==> config.mk <==
export PLATFORM = sky130hd
export DESIGN_NAME = moving_average_filter_flat
export DESIGN_NICKNAME = d
export VERILOG_FILES = /design/src/hw/rtl/mavg_pkg.sv /design/src/hw/rtl/mavg_in_if.sv /design/src/hw/rtl/mavg_out_if.sv /design/src/hw/rtl/moving_average_filter.sv /design/src/flat_wrapper.sv
export SDC_FILE = /design/constraint.sdc
export NUM_CORES = 2
export LEC_CHECK = 0
export BUFFER_PORTS_ARGS = -buffer_cell sky130_fd_sc_hd__buf_2
export CAP_MARGIN = 20
export CORE_ASPECT_RATIO = 0.6
export CORE_MARGIN = 8
export CORE_UTILIZATION = 57
export CTS_CLUSTER_DIAMETER = 60
export CTS_CLUSTER_SIZE = 24
export DETAILED_ROUTE_END_ITERATION = 16
export PLACE_DENSITY = 0.84
export SYNTH_ARGS = -nofsm -noshare
export SYNTH_HDL_FRONTEND = slang
export SYNTH_SLANG_ARGS = --single-unit
==> constraint.sdc <==
create_clock -name clk -period 6.23 [get_ports clk]
set_input_delay 0.3115 -clock clk [delete_from_list [all_inputs] [get_ports clk]]
set_output_delay 0.3115 -clock clk [all_outputs]
set_load 0.05 [all_outputs]
==> src/hw/rtl/mavg_pkg.sv <==
`timescale 1ns / 1ps
// ----------------------------------------------------------------------------
// Moving average filter package
// Widths, register indexes and reset values shared by the filter files.
// ----------------------------------------------------------------------------
package mavg_pkg;

  // Store geometry and sample width
  localparam int DEPTH       = 64;
  localparam int SAMPLE_BITS = 16;
  localparam int SLOT_BITS   = $clog2(DEPTH);

  // Window length register and running sum
  localparam int WLEN_BITS = 7;
  localparam int SUM_BITS  = 22;
  localparam int PROD_BITS = SAMPLE_BITS + WLEN_BITS + 1;

  // Divider: one quotient bit per step, remainder wide enough for 2 * length
  localparam int REM_BITS  = WLEN_BITS + 1;
  localparam int STEP_BITS = $clog2(SUM_BITS + 1);

  // Configuration port
  localparam int CFG_IDX_BITS  = 2;
  localparam int CFG_DATA_BITS = SAMPLE_BITS;

  localparam logic [CFG_IDX_BITS-1:0] REG_WINDOW_LENGTH = CFG_IDX_BITS'(0);
  localparam logic [CFG_IDX_BITS-1:0] REG_START_VALUE   = CFG_IDX_BITS'(1);

  localparam logic [WLEN_BITS-1:0]   WLEN_RESET  = WLEN_BITS'(8);
  localparam logic [SAMPLE_BITS-1:0] START_RESET = '0;

  // Length actually used: zero acts as one, anything above the depth as the depth
  function automatic logic [WLEN_BITS-1:0] eff_length(input logic [WLEN_BITS-1:0] n);
    logic [WLEN_BITS-1:0] r;
    if (n == '0) begin
      r = WLEN_BITS'(1);
    end else if (32'(n) > DEPTH) begin
      r = WLEN_BITS'(DEPTH);
    end else begin
      r = n;
    end
    return r;
  endfunction

endpackage

==> src/hw/rtl/mavg_in_if.sv <==
`timescale 1ns / 1ps
// ----------------------------------------------------------------------------
// Moving average sample channel
// Valid/ready channel carrying one signed sensor sample per word.
// ----------------------------------------------------------------------------
interface mavg_in_if import mavg_pkg::*; ();

  logic                          valid;
  logic                          ready;
  logic signed [SAMPLE_BITS-1:0] sample;

  modport source (output valid, output sample, input ready);
  modport sink   (input valid, input sample, output ready);

endinterface

==> src/hw/rtl/mavg_out_if.sv <==
`timescale 1ns / 1ps
// ----------------------------------------------------------------------------
// Moving average result channel
// Valid/ready channel carrying one signed window average per word.
// ----------------------------------------------------------------------------
interface mavg_out_if import mavg_pkg::*; ();

  logic                          valid;
  logic                          ready;
  logic signed [SAMPLE_BITS-1:0] average;

  modport source (output valid, output average, input ready);
  modport sink   (input valid, input average, output ready);

endinterface

==> src/hw/rtl/moving_average_filter.sv <==
`timescale 1ns / 1ps
// ----------------------------------------------------------------------------
// Moving average filter
// Boxcar average over the last window_length samples, ring store in a RAM.
// ----------------------------------------------------------------------------
// Usage:
//   in_ch carries signed samples, out_ch one average per sample, in order.
//   A word is taken when valid and ready are both high at a clock edge.
//   cfg_we/cfg_idx/cfg_data write window_length (index 0, low 7 bits) or
//   start_value (index 1); either write restarts the window: every entry
//   reads as start_value again and the sum is reloaded. Write only when idle.
// Timing:
//   The sample is taken, the replaced entry is read from the store, the sum
//   is updated and written back, then a restoring divider produces one
//   quotient bit per cycle over the 22-bit sum. One sample is in flight at
//   a time: in_ch.ready is low until the average has been handed over.
// Stall:
//   The result sits in the output register until taken; a finished division
//   waits for that register, and in_ch.ready stays low meanwhile.
// Reset:
//   rst_n (synchronous) restores window_length 8, start_value 0, an empty
//   window and a zero sum. Store contents need no clearing: per-entry
//   valid bits mark what has been written.
// ----------------------------------------------------------------------------
module moving_average_filter import mavg_pkg::*; (
  input  logic                     clk,
  input  logic                     rst_n,
  mavg_in_if.sink                  in_ch,
  mavg_out_if.source               out_ch,
  input  logic                     cfg_we,
  input  logic [CFG_IDX_BITS-1:0]  cfg_idx,
  input  logic [CFG_DATA_BITS-1:0] cfg_data
);

  // Sequencer codes
  localparam logic [1:0] S_IDLE = 2'd0;
  localparam logic [1:0] S_READ = 2'd1;
  localparam logic [1:0] S_DIV  = 2'd2;
  localparam logic [1:0] S_DONE = 2'd3;

  logic [1:0] state_r, state_nxt;

  // Configuration and window state
  logic        [WLEN_BITS-1:0]   wlen_r, wlen_nxt;
  logic signed [SAMPLE_BITS-1:0] start_r, start_nxt;
  logic        [DEPTH-1:0]       written_r, written_nxt;
  logic        [SLOT_BITS-1:0]   wslot_r, wslot_nxt;
  logic signed [SUM_BITS-1:0]    sum_r, sum_nxt;

  // Per-sample working registers
  logic signed [SAMPLE_BITS-1:0] smp_r, smp_nxt;
  logic        [SLOT_BITS-1:0]   slot_r, slot_nxt;
  logic        [SUM_BITS-1:0]    dq_r, dq_nxt;
  logic        [REM_BITS-1:0]    rem_r, rem_nxt;
  logic        [STEP_BITS-1:0]   step_r, step_nxt;
  logic                          neg_r, neg_nxt;

  // Output register
  logic                          ovalid_r, ovalid_nxt;
  logic signed [SAMPLE_BITS-1:0] avg_r, avg_nxt;

  // Sample store
  logic signed [SAMPLE_BITS-1:0] store [DEPTH];
  logic signed [SAMPLE_BITS-1:0] rd_data_r;
  logic                          rd_en, wr_en;
  logic        [SLOT_BITS-1:0]   rd_addr;

  // Combinational helpers
  logic                          in_acc, cfg_hit;
  logic        [WLEN_BITS-1:0]   len_cur, len_new;
  logic        [SLOT_BITS-1:0]   slot_sel, slot_inc;
  logic signed [SAMPLE_BITS-1:0] old_val;
  logic signed [SUM_BITS-1:0]    sum_upd;
  logic signed [PROD_BITS-1:0]   restart_prod;
  logic        [REM_BITS-1:0]    trial, trial_diff;
  logic        [SUM_BITS-1:0]    quot_signed;

  assign in_ch.ready    = (state_r == S_IDLE);
  assign in_acc         = in_ch.valid && in_ch.ready;
  assign out_ch.valid   = ovalid_r;
  assign out_ch.average = avg_r;

  assign len_cur = eff_length(wlen_r);

  // Slot for this sample: falls back to zero if it lies beyond the window
  assign slot_sel = (32'(wslot_r) >= 32'(len_cur)) ? '0 : wslot_r;
  assign rd_addr  = slot_sel;
  assign rd_en    = in_acc;

  // Replaced entry, start_value where never written since the restart
  assign old_val = written_r[slot_r] ? rd_data_r : start_r;
  assign sum_upd = sum_r - SUM_BITS'(old_val) + SUM_BITS'(smp_r);
  assign wr_en   = (state_r == S_READ);

  // Next ring slot with wrap at the window length
  always_comb begin
    slot_inc = slot_r + SLOT_BITS'(1);
    if (32'(slot_r) + 1 >= 32'(len_cur)) begin
      slot_inc = '0;
    end
  end

  // Restart sum from the values being written
  assign cfg_hit = cfg_we && (cfg_idx == REG_WINDOW_LENGTH || cfg_idx == REG_START_VALUE);
  assign len_new = eff_length(wlen_nxt);
  assign restart_prod = $signed(start_nxt) * $signed({1'b0, len_new});

  // Restoring divide step
  assign trial      = {rem_r[REM_BITS-2:0], dq_r[SUM_BITS-1]};
  assign trial_diff = trial - REM_BITS'(len_cur);
  assign quot_signed = neg_r ? (SUM_BITS'(0) - dq_r) : dq_r;

  // Configuration register updates
  always_comb begin
    wlen_nxt  = wlen_r;
    start_nxt = start_r;
    if (cfg_we) begin
      unique case (cfg_idx)
        REG_WINDOW_LENGTH: wlen_nxt  = cfg_data[WLEN_BITS-1:0];
        REG_START_VALUE:   start_nxt = $signed(cfg_data[SAMPLE_BITS-1:0]);
        default: ;
      endcase
    end
  end

  // Sequencer
  always_comb begin
    state_nxt   = state_r;
    written_nxt = written_r;
    wslot_nxt   = wslot_r;
    sum_nxt     = sum_r;
    smp_nxt     = smp_r;
    slot_nxt    = slot_r;
    dq_nxt      = dq_r;
    rem_nxt     = rem_r;
    step_nxt    = step_r;
    neg_nxt     = neg_r;
    ovalid_nxt  = ovalid_r;
    avg_nxt     = avg_r;

    if (ovalid_r && out_ch.ready) begin
      ovalid_nxt = 1'b0;
    end

    unique case (state_r)
      S_IDLE: begin
        if (in_acc) begin
          smp_nxt   = in_ch.sample;
          slot_nxt  = slot_sel;
          state_nxt = S_READ;
        end
      end
      S_READ: begin
        // Update sum, mark entry, advance slot, load divider with |sum|
        sum_nxt              = sum_upd;
        written_nxt[slot_r]  = 1'b1;
        wslot_nxt            = slot_inc;
        neg_nxt              = sum_upd[SUM_BITS-1];
        dq_nxt               = sum_upd[SUM_BITS-1] ? (SUM_BITS'(0) - sum_upd) : sum_upd;
        rem_nxt              = '0;
        step_nxt             = STEP_BITS'(SUM_BITS);
        state_nxt            = S_DIV;
      end
      S_DIV: begin
        if (trial >= REM_BITS'(len_cur)) begin
          rem_nxt = trial_diff;
          dq_nxt  = {dq_r[SUM_BITS-2:0], 1'b1};
        end else begin
          rem_nxt = trial;
          dq_nxt  = {dq_r[SUM_BITS-2:0], 1'b0};
        end
        step_nxt = step_r - STEP_BITS'(1);
        if (step_r == STEP_BITS'(1)) begin
          state_nxt = S_DONE;
        end
      end
      S_DONE: begin
        // Hand over once the output register is free
        if (!ovalid_r || out_ch.ready) begin
          avg_nxt    = $signed(quot_signed[SAMPLE_BITS-1:0]);
          ovalid_nxt = 1'b1;
          state_nxt  = S_IDLE;
        end
      end
      default: state_nxt = S_IDLE;
    endcase

    // Restart on a register write (to be issued only while idle; the block does not enforce this)
    if (cfg_hit) begin
      written_nxt = '0;
      wslot_nxt   = '0;
      sum_nxt     = restart_prod[SUM_BITS-1:0];
    end
  end

  // Control and state registers
  always_ff @(posedge clk) begin
    if (!rst_n) begin
      state_r   <= S_IDLE;
      wlen_r    <= WLEN_RESET;
      start_r   <= START_RESET;
      written_r <= '0;
      wslot_r   <= '0;
      sum_r     <= '0;
      ovalid_r  <= 1'b0;
      step_r    <= '0;
    end else begin
      state_r   <= state_nxt;
      wlen_r    <= wlen_nxt;
      start_r   <= start_nxt;
      written_r <= written_nxt;
      wslot_r   <= wslot_nxt;
      sum_r     <= sum_nxt;
      ovalid_r  <= ovalid_nxt;
      step_r    <= step_nxt;
    end
  end

  // Payload registers
  always_ff @(posedge clk) begin
    smp_r  <= smp_nxt;
    slot_r <= slot_nxt;
    dq_r   <= dq_nxt;
    rem_r  <= rem_nxt;
    neg_r  <= neg_nxt;
    avg_r  <= avg_nxt;
  end

  // Sample store: read at accept, write back in the cycle after; the next read
  // cannot be issued before the write since one sample is in flight at a time
  always_ff @(posedge clk) begin
    if (rd_en) begin
      rd_data_r <= store[rd_addr];
    end
    if (wr_en) begin
      store[slot_r] <= smp_r;
    end
  end

endmodule
==> src/flat_wrapper.sv <==
// flat-port wrapper written by rule: the top's interface ports become plain ports
module moving_average_filter_flat import mavg_pkg::*;
  (clk, rst_n, cfg_we, cfg_idx, cfg_data, in_ch_valid, in_ch_sample, in_ch_ready, out_ch_valid, out_ch_average, out_ch_ready);
  mavg_in_if in_ch_i ();
  mavg_out_if out_ch_i ();
  input  logic clk;
  input  logic rst_n;
  input  logic cfg_we;
  input  logic [CFG_IDX_BITS-1:0] cfg_idx;
  input  logic [CFG_DATA_BITS-1:0] cfg_data;
  input wire logic [$bits(in_ch_i.valid)-1:0] in_ch_valid;
  input wire logic [$bits(in_ch_i.sample)-1:0] in_ch_sample;
  output wire logic [$bits(in_ch_i.ready)-1:0] in_ch_ready;
  output wire logic [$bits(out_ch_i.valid)-1:0] out_ch_valid;
  output wire logic [$bits(out_ch_i.average)-1:0] out_ch_average;
  input wire logic [$bits(out_ch_i.ready)-1:0] out_ch_ready;
  assign in_ch_i.valid = in_ch_valid;
  assign in_ch_i.sample = in_ch_sample;
  assign in_ch_ready = in_ch_i.ready;
  assign out_ch_valid = out_ch_i.valid;
  assign out_ch_average = out_ch_i.average;
  assign out_ch_i.ready = out_ch_ready;
  moving_average_filter u_core (.clk(clk), .rst_n(rst_n), .in_ch(in_ch_i), .out_ch(out_ch_i), .cfg_we(cfg_we), .cfg_idx(cfg_idx), .cfg_data(cfg_data));
endmodule
==> metrics.yaml <==
areaGrowthSynthToFinish_pct: 8.89
placement.cell_area_um2: 57600
worstMarginPinSlew_ns: 1.11
period_share: 0.963
dieArea_um2: 107000
hold_path_class: "input port to flop"
max_cap_viol_count: 0
synth_ff_type: "edfxtp_1"
core_area_um2: 95700
synth_top_cell_by_area: "edfxtp_1"
synth_edf_count: 1108
netlist_area_um2: 54800
clock-skew-final_ns: 0.0630
min_period_ns: 6.00
fin_tns_setup_ns: 0
clk_pin_slew_ns: 0.10
sw_frac_of_total: 0.364
p_leak_nw: 20.1
netlist.area_leader.share: 0.607
rsz0062_at_grt: "no"
cellPowerDensity_nw_per_um2: 390
diodes: 0
post-cts-setup-buffer-count: 0
die_height_um: 256
clockBufferDepth: 3
postRouteAntennaNets: 0
crit_arrival_ns: 6.57
finalWirelength_um: 160000
routed_via_density: 6.75
intPower_mw: 14.8
cts_made_buffers: 60
synthArstFlopShare: 0
grt_max_degree: 117
syn_area_per_cell_um2: 13.4
max_freq_mhz: 167
antenna_found_initial: 9
drive_gt1_frac: 0.128
yosysSeqAreaShare: 0.652
setup_viol: 0
htreeDepth: 2
layout_commonest_cell: "edfxtp_1"
placementRows: 88
drv_slew: 0
synth-seq-cells: 1231
critPathRequiredTime_ns: 6.80
dr.pass1.iters: 6
port-buffer-count: 56
dp_hpwl_um: 102000
drtIter0Drc: 6953
track_usage: 0.288
grt_pass1_wl_um: 232000
crit_fanout: 16
root_buffer: "clkbuf_16"
wl_per_cell_um: 29.0
dieWidth_um: 416
clkPwrFrac: 0.198
hold_viol: 0
vdd_drop_max_uv: 441
ys_types: 77
design_area_um2: 59700
gp_routability_congestion: 1.02
power.switching_mw: 8.49
run_status: "finished, final reports clean"
relSlewSlack: 0.237
synth_fp_nets: 4344
cts_tree: "done"
grt_pass1_vias: 35245
route.detailed.drc: 0
cp-end-kind: "flop"
final_cell_mix: "1108 x edfxtp_1, 753 x nor2_1, 195 x buf_4"
vias: 37273
synth_warnings: 0
cts.sinks: 1231
grt_overflow_total: 0
share_comb_of_total_power: 0.362
p_seq_frac: 0.440
final_nets: 4446
start_kind: "flop"
clkLatencyLatePin_ns: 0.74
synth_area_leaders: "edfxtp_1 61%, nor2_1 5.2%, dfxtp_1 4.5%"
worstSetupPathType: "flop to flop"
ios: 57
synthCells: 4106
initial_core_util: 0.573
==> cells in the mapped netlist, drive strengths merged, types with 17 or more instances <==
| cell type | instances |
|---|---|
| edfxtp | 1108 |
| nor2 | 753 |
| clkbuf | 203 |
| nand2 | 196 |
| inv | 156 |
| o22ai | 151 |
| dfxtp | 123 |
| a21oi | 119 |
| fa | 103 |
| ha | 96 |
| o211ai | 92 |
| mux2 | 76 |
| nor3 | 73 |
| o21ai | 71 |
| mux4 | 68 |
| o21a | 61 |
| mux2i | 55 |
| xnor2 | 50 |
| o32ai | 49 |
| nand2b | 47 |
| nand3 | 42 |
| buf | 41 |
| a221oi | 38 |
| a211oi | 32 |
| or3 | 25 |
| xor2 | 25 |
| nand4 | 24 |
| or4 | 22 |
| a21o | 20 |
| o221a | 18 |
| o41ai | 18 |
| o221ai | 17 |
==> flip-flops by register name, summed over array words and instances (netlist names) <==
register and count:
u_core.wslot_r 6, u_core.smp_r 16, u_core.rem_r 7, u_core.rd_data_r 16, u_core.neg_r 1, u_core.out_ch.average 16, u_core.step_r 5, u_core.written_r 64
u_core.sum_r 22, u_core.start_r 16, u_core.slot_r 6, u_core.state_r 2, u_core.out_ch.valid 1, u_core.store 1024, u_core.dq_r 22, u_core.wlen_r 7
==> worst paths after layout <==
kind,start,endpoint,slack (ns),depth (start not counted)
max,u_core.slot_r[0]$_DFFE_PP_,u_core.dq_r[18]$_DFFE_PP_,0.23,22
min,cfg_data[7],u_core.start_r[7]$_SDFF_PN0_,0.07,4
max reg2reg,u_core.slot_r[0]$_DFFE_PP_,u_core.dq_r[18]$_DFFE_PP_,0.23,22
min reg2reg,u_core.written_r[33]$_SDFFE_PP0P_,u_core.written_r[33]$_SDFFE_PP0P_,0.48,2
==> cell families (layout without fill, tap and decap cells) <==
family	after synthesis	in the layout	share of synthesized area
XOR/XNOR	75	75	0.0121
buffers and inverters	401	555	0.0279
AO/OA/AOI/OAI	761	761	0.0982
flip-flops	1231	1231	0.652
adder cells (fa/ha/maj)	199	199	0.0595
AND/OR/NAND/NOR	1240	1240	0.0968
multiplexers	199	199	0.0536
==> critical path: stages, from the launching register on <==
cell      delay, ns
edfxtp_1       0.35
buf_4          0.25
mux4_2         0.53
mux2i_1        0.31
o22ai_1        0.13
nor2_1         0.14
o211ai_1       0.16
buf_12         0.21
mux2_2         0.30
ha_1           0.28
inv_1          0.06
ha_1           0.23
inv_1          0.09
fa_1           0.50
nor2b_1        0.19
o2111a_1       0.32
o31ai_4        0.12
o21a_4         0.23
o21a_1         0.18
o211ai_1       0.59
nor4_1         0.16
or4_1          0.42
nand3_1        0.09
==> power by group through the flow <==
stage               Clock, mW  Combinational (mW)  Sequential [mW]
finish                   4.62                8.43             10.3
global placement            0                7.68             10.4
detailed placement          0                7.98             10.4
CTS                      4.60                8.05             10.2
floorplan                   0                4.99             10.5
global route             4.88                8.85             10.3
==> routing by layer <==
metal	part of all wire	global-route usage	wire, µm	vias up
met3	0.19	0.137	30700	360
met5	0.00028	0	45	-
met4	0.028	0.0671	4410	8
met1	0.38	0.425	60900	18295
li1	-	-	-	15464
met2	0.40	0.384	64000	3146
==> cell type report <==
| cell class | instances | area [µm²] |
|---|---|---|
| Fill cell | 6747 | 36000 |
| Tap cell | 1260 | 1580 |
| Inverter | 157 | 589 |
| Clock buffer | 104 | 1690 |
| Clock inverter | 10 | 208 |
| Timing Repair Buffer | 284 | 2200 |
| Multi-Input combinational cell | 2474 | 17700 |
| Sequential cell | 1231 | 35700 |
==> what timing repair did <==
item	in CTS	in global routing
endpoints found under the hold margin	20	0
hold buffers	20	0
gates resized for setup	0	6
setup endpoints to repair	0	13
==> metrics by stage <==
stage	instances	utilization	hold WS [ns]	worst slack [ns]	total power, mW
final	5520	0.624	0.0665	0.228	23.3
after global routing	5520	0.624	0.0591	0.0320	24.0
after CTS	5520	0.624	0.0169	0.374	22.9
after detailed placement	5386	0.602	0.453	0.201	18.4
after global placement	5386	0.602	0.444	0.284	18.1
after floorplan	4106	-	0.410	0.208	15.4
(Power assumes the default switching activity.)
